$ cat src/sha256_pkg.sv
package sha256_pkg;

  typedef struct packed {
    logic       func;
    logic [7:0] data_byte;
  } in_item_t;

  typedef struct packed {
    logic [31:0] digest_word;
    logic [2:0]  word_index;
    logic        last_word;
  } out_item_t;

  localparam logic FUNC_ABSORB = 1'b0;
  localparam logic FUNC_FINISH = 1'b1;

  localparam logic [7:0] PAD_MARK = 8'h80;
  localparam logic [5:0] LEN_POS  = 6'd56;

  // Buffer byte source selects.
  localparam logic [1:0] BSEL_DATA = 2'd0;
  localparam logic [1:0] BSEL_MARK = 2'd1;
  localparam logic [1:0] BSEL_ZERO = 2'd2;
  localparam logic [1:0] BSEL_LEN  = 2'd3;

  typedef struct packed {
    logic       buf_we;
    logic [1:0] buf_sel;
    logic [5:0] buf_addr;
    logic       load_word;
    logic [3:0] load_idx;
    logic       round_en;
    logic [5:0] round_idx;
    logic       hash_add;
    logic       hash_init;
    logic       bits_add_block;
    logic       bits_latch_total;
    logic       out_shift;
  } dp_cmd_t;

  function automatic logic [31:0] round_const(input logic [5:0] idx);
    logic [31:0] k [64];
    k = '{
      32'h428a2f98, 32'h71374491, 32'hb5c0fbcf, 32'he9b5dba5,
      32'h3956c25b, 32'h59f111f1, 32'h923f82a4, 32'hab1c5ed5,
      32'hd807aa98, 32'h12835b01, 32'h243185be, 32'h550c7dc3,
      32'h72be5d74, 32'h80deb1fe, 32'h9bdc06a7, 32'hc19bf174,
      32'he49b69c1, 32'hefbe4786, 32'h0fc19dc6, 32'h240ca1cc,
      32'h2de92c6f, 32'h4a7484aa, 32'h5cb0a9dc, 32'h76f988da,
      32'h983e5152, 32'ha831c66d, 32'hb00327c8, 32'hbf597fc7,
      32'hc6e00bf3, 32'hd5a79147, 32'h06ca6351, 32'h14292967,
      32'h27b70a85, 32'h2e1b2138, 32'h4d2c6dfc, 32'h53380d13,
      32'h650a7354, 32'h766a0abb, 32'h81c2c92e, 32'h92722c85,
      32'ha2bfe8a1, 32'ha81a664b, 32'hc24b8b70, 32'hc76c51a3,
      32'hd192e819, 32'hd6990624, 32'hf40e3585, 32'h106aa070,
      32'h19a4c116, 32'h1e376c08, 32'h2748774c, 32'h34b0bcb5,
      32'h391c0cb3, 32'h4ed8aa4a, 32'h5b9cca4f, 32'h682e6ff3,
      32'h748f82ee, 32'h78a5636f, 32'h84c87814, 32'h8cc70208,
      32'h90befffa, 32'ha4506ceb, 32'hbef9a3f7, 32'hc67178f2
    };
    return k[idx];
  endfunction

  function automatic logic [255:0] init_hash();
    return {32'h6a09e667, 32'hbb67ae85, 32'h3c6ef372, 32'ha54ff53a,
            32'h510e527f, 32'h9b05688c, 32'h1f83d9ab, 32'h5be0cd19};
  endfunction

endpackage

$ cat src/sha256_datapath.sv
module sha256_datapath
  import sha256_pkg::*;
(
  input  logic        clk,
  input  dp_cmd_t     cmd,
  input  logic [7:0]  data_byte,
  input  logic [5:0]  fill,
  output logic [31:0] head_word
);

  logic [7:0]   block_mem [64];
  logic [7:0]   rd_byte;
  logic [7:0]   wr_byte;
  logic [31:0]  load_acc;
  logic [31:0]  w [16];
  logic [31:0]  hash [8];
  logic [31:0]  v [8];
  logic [63:0]  message_bits;
  logic [63:0]  total;
  logic [31:0]  w_new;
  logic [31:0]  w_cur;
  logic [31:0]  s0;
  logic [31:0]  s1;
  logic [31:0]  t1;
  logic [31:0]  t2;
  logic [2:0]   len_sel;
  logic [255:0] iv_words;

  assign iv_words = init_hash();

  // Length field byte: bits of the wrapped total, big-endian.
  assign len_sel = cmd.buf_addr[2:0];
  always_comb begin
    case (cmd.buf_sel)
      BSEL_DATA: wr_byte = data_byte;
      BSEL_MARK: wr_byte = PAD_MARK;
      BSEL_ZERO: wr_byte = 8'd0;
      BSEL_LEN:  wr_byte = total[8'(7 - len_sel) * 8 +: 8];
      default:   wr_byte = 8'd0;
    endcase
  end

  // Block buffer memory with a registered read port.
  always_ff @(posedge clk) begin
    if (cmd.buf_we) begin
      block_mem[cmd.buf_addr] <= wr_byte;
    end
    rd_byte <= block_mem[cmd.buf_addr];
  end

  // Schedule word for the current round.
  always_comb begin
    s1 = {w[14][16:0], w[14][31:17]} ^ {w[14][18:0], w[14][31:19]} ^ (w[14] >> 10);
    s0 = {w[1][6:0], w[1][31:7]} ^ {w[1][17:0], w[1][31:18]} ^ (w[1] >> 3);
    w_new = s1 + w[9] + s0 + w[0];
    w_cur = (cmd.round_idx < 6'd16) ? w[0] : w_new;
  end

  // One compression round.
  always_comb begin
    t1 = v[7] + ({v[4][5:0], v[4][31:6]} ^ {v[4][10:0], v[4][31:11]} ^
         {v[4][24:0], v[4][31:25]}) + ((v[4] & v[5]) ^ (~v[4] & v[6])) +
         round_const(cmd.round_idx) + w_cur;
    t2 = ({v[0][1:0], v[0][31:2]} ^ {v[0][12:0], v[0][31:13]} ^
         {v[0][21:0], v[0][31:22]}) +
         ((v[0] & v[1]) ^ (v[0] & v[2]) ^ (v[1] & v[2]));
  end

  // Byte loads shift bytes into an accumulator; a full word enters the window.
  always_ff @(posedge clk) begin
    load_acc <= {load_acc[23:0], rd_byte};
    if (cmd.load_word) begin
      for (int i = 0; i < 15; i++) begin
        w[i] <= w[i + 1];
      end
      w[15] <= {load_acc[23:0], rd_byte};
    end else if (cmd.round_en) begin
      for (int i = 0; i < 15; i++) begin
        w[i] <= w[i + 1];
      end
      w[15] <= w_cur;
    end
  end

  // Working variables, hash words and bit count.
  always_ff @(posedge clk) begin
    if (cmd.hash_init) begin
      for (int i = 0; i < 8; i++) begin
        hash[i] <= iv_words[255 - 32 * i -: 32];
      end
      message_bits <= 64'd0;
    end else begin
      if (cmd.hash_add) begin
        for (int i = 0; i < 8; i++) begin
          hash[i] <= hash[i] + v[i];
        end
      end else if (cmd.out_shift) begin
        for (int i = 0; i < 7; i++) begin
          hash[i] <= hash[i + 1];
        end
        hash[7] <= hash[0];
      end
      if (cmd.bits_add_block) begin
        message_bits <= message_bits + 64'd512;
      end
    end
    if (cmd.bits_latch_total) begin
      total <= message_bits + {55'd0, fill, 3'd0};
    end
    if (cmd.round_en) begin
      v[7] <= v[6]; v[6] <= v[5]; v[5] <= v[4]; v[4] <= v[3] + t1;
      v[3] <= v[2]; v[2] <= v[1]; v[1] <= v[0]; v[0] <= t1 + t2;
    end else if (cmd.load_word && cmd.load_idx == 4'd0) begin
      for (int i = 0; i < 8; i++) begin
        v[i] <= hash[i];
      end
    end
  end

  assign head_word = hash[0];

endmodule

$ cat src/sha256_ctrl.sv
module sha256_ctrl
  import sha256_pkg::*;
(
  input  logic       clk,
  input  logic       rst,
  input  logic       in_valid,
  input  logic       in_func,
  output logic       in_ready,
  output logic       out_valid,
  input  logic       out_ready,
  output logic [2:0] out_index,
  output logic [5:0] fill,
  output dp_cmd_t    cmd
);

  localparam logic [2:0] S_IDLE  = 3'd0;
  localparam logic [2:0] S_PAD   = 3'd1;
  localparam logic [2:0] S_LOAD  = 3'd2;
  localparam logic [2:0] S_ROUND = 3'd3;
  localparam logic [2:0] S_ADD   = 3'd4;
  localparam logic [2:0] S_OUT   = 3'd5;
  localparam logic [2:0] S_WLAST = 3'd6;

  logic [2:0] state;
  logic [5:0] cnt;
  logic       finishing;
  logic       final_block;
  logic [2:0] out_cnt;
  logic       accept;
  logic       out_xfer;

  assign in_ready  = (state == S_IDLE);
  assign accept    = in_valid && in_ready;
  assign out_valid = (state == S_OUT);
  assign out_xfer  = out_valid && out_ready;
  assign out_index = out_cnt;

  // Command decode for the datapath.
  always_comb begin
    cmd = '0;
    cmd.buf_addr = fill;
    cmd.buf_sel  = BSEL_DATA;
    case (state)
      S_IDLE: begin
        cmd.buf_we = accept;
        cmd.buf_sel = (in_func == FUNC_FINISH) ? BSEL_MARK : BSEL_DATA;
        cmd.bits_latch_total = accept && (in_func == FUNC_FINISH);
      end
      S_PAD: begin
        cmd.buf_we = 1'b1;
        cmd.buf_addr = cnt;
        if (final_block && cnt >= LEN_POS) begin
          cmd.buf_sel = BSEL_LEN;
        end else begin
          cmd.buf_sel = BSEL_ZERO;
        end
      end
      S_LOAD: begin
        cmd.buf_addr = cnt;
        cmd.load_word = (cnt[1:0] == 2'd0) && (cnt != 6'd0);
        cmd.load_idx = cnt[5:2];
      end
      S_WLAST: begin
        // The last schedule word enters the window and the working
        // variables take the hash words.
        cmd.load_word = 1'b1;
        cmd.load_idx = 4'd0;
      end
      S_ROUND: begin
        cmd.round_en = 1'b1;
        cmd.round_idx = cnt;
      end
      S_ADD: begin
        cmd.hash_add = 1'b1;
        cmd.bits_add_block = !finishing;
      end
      S_OUT: begin
        cmd.out_shift = out_xfer;
        cmd.hash_init = out_xfer && (out_cnt == 3'd7);
      end
      default: begin
        cmd = '0;
      end
    endcase
    // Reset loads the initial hash and clears the bit count.
    if (rst) begin
      cmd = '0;
      cmd.hash_init = 1'b1;
    end
  end

  always_ff @(posedge clk) begin
    if (rst) begin
      state <= S_IDLE;
      cnt <= '0;
      fill <= '0;
      finishing <= 1'b0;
      final_block <= 1'b0;
      out_cnt <= '0;
    end else begin
      case (state)
        S_IDLE: begin
          if (accept) begin
            if (in_func == FUNC_FINISH) begin
              finishing <= 1'b1;
              final_block <= (fill < 6'd56);
              cnt <= fill + 6'd1;
              state <= (fill == 6'd63) ? S_LOAD : S_PAD;
              if (fill == 6'd63) begin
                cnt <= '0;
              end
            end else begin
              fill <= fill + 6'd1;
              if (fill == 6'd63) begin
                cnt <= '0;
                state <= S_LOAD;
              end
            end
          end
        end
        S_PAD: begin
          cnt <= cnt + 6'd1;
          if (cnt == 6'd63) begin
            state <= S_LOAD;
          end
        end
        S_LOAD: begin
          cnt <= cnt + 6'd1;
          if (cnt == 6'd63) begin
            cnt <= '0;
            state <= S_WLAST;
          end
        end
        S_WLAST: begin
          cnt <= '0;
          state <= S_ROUND;
        end
        S_ROUND: begin
          cnt <= cnt + 6'd1;
          if (cnt == 6'd63) begin
            cnt <= '0;
            state <= S_ADD;
          end
        end
        S_ADD: begin
          fill <= '0;
          if (!finishing) begin
            state <= S_IDLE;
          end else if (!final_block) begin
            final_block <= 1'b1;
            cnt <= '0;
            state <= S_PAD;
          end else begin
            out_cnt <= '0;
            state <= S_OUT;
          end
        end
        S_OUT: begin
          if (out_xfer) begin
            out_cnt <= out_cnt + 3'd1;
            if (out_cnt == 3'd7) begin
              finishing <= 1'b0;
              final_block <= 1'b0;
              state <= S_IDLE;
            end
          end
        end
        default: begin
          state <= S_IDLE;
        end
      endcase
    end
  end

endmodule

$ cat src/sha256_stream_hasher.sv
// Streaming SHA-256 hasher.
// The in channel carries one item per transfer: an absorb item with one
// message byte, or a finish item that pads the message and produces the
// digest. The out channel carries the eight digest words H0..H7 in order,
// each with its index, and last_word set on the eighth.
// An absorb item that does not complete a block leaves in_ready high.
// The 64th byte of a block starts the compression: buffer reads that
// assemble the schedule words, a step for the last word, then 64 rounds
// of one shared round unit, then the hash update, all before the next
// item is taken. Input thus waits while a block is compressed, a limit
// set by the single-port block buffer and the one-round-per-cycle
// compression loop. A finish item writes the padding, compresses one or
// two blocks, and then offers the digest words one per cycle while the
// receiver is ready. While the receiver stalls, the current word holds
// and no input is taken.
// Reset loads the standard initial hash values and clears the byte and
// bit counts; after the eighth word the block returns to that state.
module sha256_stream_hasher
  import sha256_pkg::*;
(
  input  logic      clk,
  input  logic      rst,
  input  logic      in_valid,
  output logic      in_ready,
  input  in_item_t  in_data,
  output logic      out_valid,
  input  logic      out_ready,
  output out_item_t out_data
);

  dp_cmd_t     cmd;
  logic [5:0]  fill;
  logic [2:0]  out_index;
  logic [31:0] head_word;

  sha256_ctrl u_ctrl (
    .clk       (clk),
    .rst       (rst),
    .in_valid  (in_valid),
    .in_func   (in_data.func),
    .in_ready  (in_ready),
    .out_valid (out_valid),
    .out_ready (out_ready),
    .out_index (out_index),
    .fill      (fill),
    .cmd       (cmd)
  );

  sha256_datapath u_dp (
    .clk       (clk),
    .cmd       (cmd),
    .data_byte (in_data.data_byte),
    .fill      (fill),
    .head_word (head_word)
  );

  // Result fields.
  assign out_data.digest_word = head_word;
  assign out_data.word_index  = out_index;
  assign out_data.last_word   = (out_index == 3'd7);

endmodule
$ cat config.mk
export PLATFORM = sky130hd
export DESIGN_NAME = sha256_stream_hasher
export DESIGN_NICKNAME = d
export VERILOG_FILES = /design/src/sha256_pkg.sv /design/src/sha256_datapath.sv /design/src/sha256_ctrl.sv /design/src/sha256_stream_hasher.sv
export SDC_FILE = /design/constraint.sdc
export NUM_CORES = 2
export LEC_CHECK = 0
export BUFFER_PORTS_ARGS = -buffer_cell sky130_fd_sc_hd__buf_2
export CORE_AREA = 2 2 607 609
export CTS_BUF_LIST = sky130_fd_sc_hd__clkbuf_16
export DETAILED_ROUTE_END_ITERATION = 10
export DIE_AREA = 0 0 609 611
export SLEW_MARGIN = 20
export SYNTH_ARGS = -nofsm -noshare
export SYNTH_HDL_FRONTEND = slang
export SYNTH_SLANG_ARGS = --single-unit
$ cat constraint.sdc
create_clock -name clk -period 24.8 [get_ports clk]
set_input_delay 6.2 -clock clk [delete_from_list [all_inputs] [get_ports clk]]
set_output_delay 6.2 -clock clk [all_outputs]
set_load 0.01 [all_outputs]
### After elaboration in Yosys (flattened, before gate mapping)

Memories as Yosys holds them, arrays and structs flattened. A register that Yosys moved wholly into a read port is not among the register bits.
Index checks and enable logic that the tools add are counted.
W data, S select, Z words.

| storage, ports and cells | value |
|---|---|
| bits of input ports | 13 |
| bits in writable memories | 1,536 |
| memories | 5 |
| logic and storage cells | 264 |
| ROM bits | 2,048 |
| flip-flop bits (word level) | 172 |

| operators by class | value |
|---|---|
| add/sub/neg operators | 24 |
| reduce and logical (&&, ||, !) cells | 27 |
| muxes and demuxes | 112 |
| shift operators | 1 |
| $lt $le $gt $ge | 4 |
| equality and inequality tests | 24 |
| bitwise gates (word level) | 58 |

Memory list:

| name | words | width | read ports | clocked after Yosys merged registers in | wr ports | line | source |
|---|---|---|---|---|---|---|---|
| (name not given) | 64 | 32 | 1 | 0 | 0 | sha256_pkg.sv:61 | `return k[idx];` |
| u_dp.block_mem | 64 | 8 | 1 | 1 | 1 | sha256_datapath.sv:11 | `logic [7:0] block_mem [64];` |
| u_dp.w | 16 | 32 | 16 | 0 | 16 | sha256_datapath.sv:15 | `logic [31:0] w [16];` |
| u_dp.hash | 8 | 32 | 8 | 0 | 8 | sha256_datapath.sv:16 | `logic [31:0] hash [8];` |
| u_dp.v | 8 | 32 | 8 | 0 | 8 | sha256_datapath.sv:17 | `logic [31:0] v [8];` |

Operators by type and width:

| cell | count |
|---|---|
| $mux W32 | 43 |
| $add A32 B32 Y32 | 18 |
| $xor A32 B32 Y32 | 9 |
| $and A32 B32 Y32 | 5 |
| $add A64 B10 Y64 const B | 1 |
| $add A64 B9 Y64 | 1 |
| $shiftx A64 B12 Y8 | 1 |
| $mux W6 | 9 |
| $or A1 B1 Y1 | 40 |
| $mux W3 | 13 |
| $mux W1 | 34 |
| $not A32 Y32 | 1 |
| $pmux W8 S4 | 1 |
| $xor A32 B22 Y32 | 1 |
| $xor A32 B29 Y32 | 1 |
| $pmux W6 S5 | 1 |
| $mux W26 | 1 |
| $pmux W6 S2 | 2 |
| $pmux W3 S7 | 1 |
| $add A6 B1 Y6 const B | 2 |
| $eq A3 B3 Y1 const B | 4 |
| $eq A6 B6 Y1 const B | 2 |
| $ne A2 B2 Y1 const B | 6 |
| $pmux W3 S2 | 2 |
| 34 further kinds | 51 |

### Depth between registers and ports, before layout

| depth | value |
|---|---|
| depth in word-level cells | 13 |
| gate-level depth with buffers | 48 |
| mapped depth without buffers | 46 |

### Cells and area by module

Synthesis repeated with hierarchy kept, for this count alone.

| unflattened totals | value |
|---|---|
| cells, all modules | 7,961 |
| area total of the unflattened synthesis | 91,069.8 um^2 |

Modules (own cells, without submodules):

| module | instances | cells each | area an instance (um^2) |
|---|---|---|---|
| sha256_datapath | 1 | 7,737 | 89,390.7 |
| sha256_ctrl | 1 | 223 | 1,672.9 |
| sha256_stream_hasher | 1 | 1 | 6.3 |

### Least setup slack after synthesis

Ideal clock, no wire load.

| path | value |
|---|---|
| path type | in2reg |
| from | input port rst |
| to | memory u_dp.w[0][0], enable pin |
| library setup time | 3.632 ns |
| path buffers | 4 |
| slack | 5.324 ns |
| data arrival time | 15.844 ns |
| stages | 7 |
| cells stage by stage | clkbuf_1 nand2b_1 a211o_1 clkbuf_1 clkbuf_1 clkbuf_1 nand2_1 |

RTL lines:

| item | line | source |
|---|---|---|
| from (decl) | sha256_stream_hasher.sv:22 | `input logic rst,` |
| to (decl) | sha256_datapath.sv:15 |  |

==> reports/qor.csv <==
stage,metric,value,unit
run_status,status,completed,
timing,min_period,16.11,ns
clock_network,clock_latency,0.90,ns
drt,ant_nets,0,
timing,fin_hold_ws,0.270,ns
global_routing,grt_start_max_net_pins,208,
clock_network,holdBufCountCts,0,
power,power.total,13.4,mW
yosys,yosysWarnings,0,
clock_network,path_clk_slew,0.06,ns
timing,fmax,62.1,MHz
setup_path,reg2reg_depth,43,
clock_network,clk_path_buf_depth,4,
flow_run,maxCapViolations,0,
drt,wirelength,277000,µm
timing,grt_setup_unrepaired,false,
yosys,netlist_instances,8079,
clock_network,postCtsSetupBuffers,0,
floorplanning,rows,222,
worst_hold_path,hold_path_class,flip-flop to flip-flop,
setup_path,cp_max_fo,18,
floorplanning,fp.dieArea,372000,µm²
layout,post-route-util,28.2,%
drt,routedWlPerCell,21.3,µm
setup_path,cp.arrival,16.70,ns
timing,finClkSkew,0.144,ns
floorplanning,die_y,611,µm
layout,synthToLayoutAreaGrowth,13.0,%
setup_path,path_common_cell,a21oi_1,
clock_network,cts_tree,built,
yosys,yosysSeqAreaShare,55.1,%
drt,post-route-drc-count,0,
global_routing,grt.overflow.total,0,
clock_network,root_buffer,clkbuf_16,
timing,setup_violations,0,
layout,layout_commonest_cell,edfxtp_1,
clock_network,cts_sinks,1704,
clock_network,post_cts_resized,0,
setup_path,cp-start-kind,input pin,
layout,fillers,37800,
global_routing,grt_pass1_wl,405000,µm
drt,via_count,63900,
timing,worst_pin_slew,1.21,ns
floorplanning,core-area,365000,µm²
yosys,synth-seq-cells,1704,
global_routing,grt_antenna_before_repair,6,
global_routing,grt_pass1_vias,60600,
floorplanning,die-width,609,µm
clock_network,numCtsBuffers,189,
yosys,syn_avg_cell_area,11.3,µm²
yosys,synth_edf_count,1597,
timing,period_share,65.0,%
setup_path,slowest_stage,nor2_1,
placement,port_buffers,50,
layout,seqCellArea,50100,µm²
timing,fin_tns_setup,0,ns
placement,hpwl,189000,µm
timing,drv_slew,0,
yosys,synth_flop_cell,edfxtp_1,
floorplanning,io_pins,51,
timing,hold_violations,0,
power,power.leakage,36.8,nW
layout,multiInputGateArea,38100,µm²
placement,place_congestion,0.915,
power,power_density,130,nW/µm²
setup_path,critPathKind,input pin to flip-flop,
clock_network,htreeDepth,4,
layout,most-common-layout-cells,"edfxtp_1, nand2_1, a21oi_1, nor2_1, o21ai_0",
floorplanning,start_util,24.9,%
yosys,synth.distinct_cells,92,
drt,initialDrtViolationCount,7198,
setup_path,slowest_delay,0.71,ns
worst_hold_path,hold_path_depth,0,
drt,firstDrtPassIters,8,
drt,viasPerCell,4.91,
yosys,synthArstFlopShare,0,%
yosys,syn_area,91000,µm²
yosys,syn_nets,8679,
timing,slew_headroom,18.3,%
setup_path,end_kind,flip-flop,
layout,fin_nets,8652,
layout,drive_above_1_share,7.05,%
power,ir_worst_vdd,0.192,mV
global_routing,grtUsageTotal,14.3,%
setup_path,crit_required,25.39,ns
[sequential cells by signal, summed over array words and instances, names as in the netlist]
signal	flops
u_dp.block_mem	512
u_dp.total	61
u_ctrl.final_block	1
u_dp.load_acc	24
u_dp.rd_byte	8
u_dp.w	512
u_dp.hash	256
u_dp.v	256
u_ctrl.fill	6
u_ctrl.cnt	6
u_ctrl.finishing	1
u_dp.message_bits	55
u_ctrl.out_index	3
u_ctrl.state	3
[cell usage after synthesis, drive strengths merged (21+ instances only)]
library cell	number	share of area, %
edfxtp	1597	53
nand2	1190	4.9
a21oi	711	3.9
nor2	556	2.3
o21ai	459	2.5
ha	392	5.4
inv	357	1.5
xnor2	349	3.4
clkbuf	303	1.3
xor2	285	2.8
a21o	202	1.7
fa	195	4.3
nand3	109	0.60
dfxtp	107	2.4
buf	99	0.62
nor3	85	0.49
nand2b	78	0.54
a211oi	66	0.54
a31oi	58	0.41
o21a	56	0.46
mux2i	50	0.55
and3	49	0.34
a221oi	48	0.46
o22ai	46	0.32
nor2b	44	0.30
o21bai	41	0.34
o211ai	37	0.31
mux2	33	0.41
a22o	31	0.30
nand4	30	0.21
o31ai	30	0.26
a22oi	29	0.24
o221ai	25	0.25
maj3	24	0.26
and2	23	0.16
or3	22	0.15
a2111oi	21	0.22
[worst max-delay path, delay by kind of cell]
family          cells  cell delay, ns
compound gates     16            3.95
xor+xnor            2            0.32
fa+ha+maj           7            2.82
buf+inv             9            1.26
simple gates        9            2.08
[cells by family (layout without fill, tap and decap cells)]
| logic type | Yosys count | count (layout) | synth area share, % |
|---|---|---|---|
| buffers and inverters | 763 | 882 | 3.36 |
| and+or+nand+nor | 2237 | 2237 | 10.4 |
| DFF | 1704 | 1704 | 55.1 |
| AOI/OAI and AO/OA | 2045 | 2045 | 14.1 |
| adders and majority gates | 611 | 611 | 9.95 |
| other | 0 | 5 | 0 |
| xor gates and xnor gates | 635 | 635 | 6.15 |
| muxes | 84 | 84 | 0.983 |
[per-stage QoR]
step	cells	cell area [µm²]	worst slack, ns
after CTS	13000	103000	8.93
final	13000	103000	8.69
after detailed placement	12700	96900	8.04
after floorplan	8079	91000	5.32
after global routing	13000	103000	8.16
after global placement	12700	96800	7.96
[power by group]
| part | leakage, nW | internal (mW) | switching [mW] |
|---|---|---|---|
| registers | 15.3 | 3.71 | 0.217 |
| logic | 18.5 | 2.60 | 4.11 |
| clock network | 3.06 | 1.57 | 1.19 |
| total | 36.8 | 7.88 | 5.51 |
[final timing paths]
path | from | endpoint | slack [ns]
setup / recovery | rst | u_dp.v[0][31]$_DFFE_PP_ | 8.69
hold / removal | u_dp.load_acc[0]$_DFF_P_ | u_dp.load_acc[8]$_DFF_P_ | 0.27
setup reg to reg | u_ctrl.state[0]$_SDFFE_PP0P_ | u_dp.v[0][31]$_DFFE_PP_ | 12.98
hold reg to reg | u_dp.load_acc[0]$_DFF_P_ | u_dp.load_acc[8]$_DFF_P_ | 0.27
[cell type report]
class                      count  area share (%)
tap                         4816            5.86
clock inverter               145            1.10
antenna                        5          0.0122
multi-input combinational   5612            37.0
timing repair buffer         184            1.27
clock buffer                 192            4.67
inverter                     361            1.32
sequential                  1704            48.7
[routing by layer]
| metal | global-route usage, % | share of wire (%) | wire (µm) |
|---|---|---|---|
| met3 | 2.44 | 7.7 | 21200 |
| met2 | 23.0 | 45 | 126000 |
| met5 | 0 | 0.0076 | 21 |
| met4 | 5.18 | 3.8 | 10400 |
| met1 | 19.4 | 43 | 119000 |
Note: power is estimated with default switching activity, not from simulation.
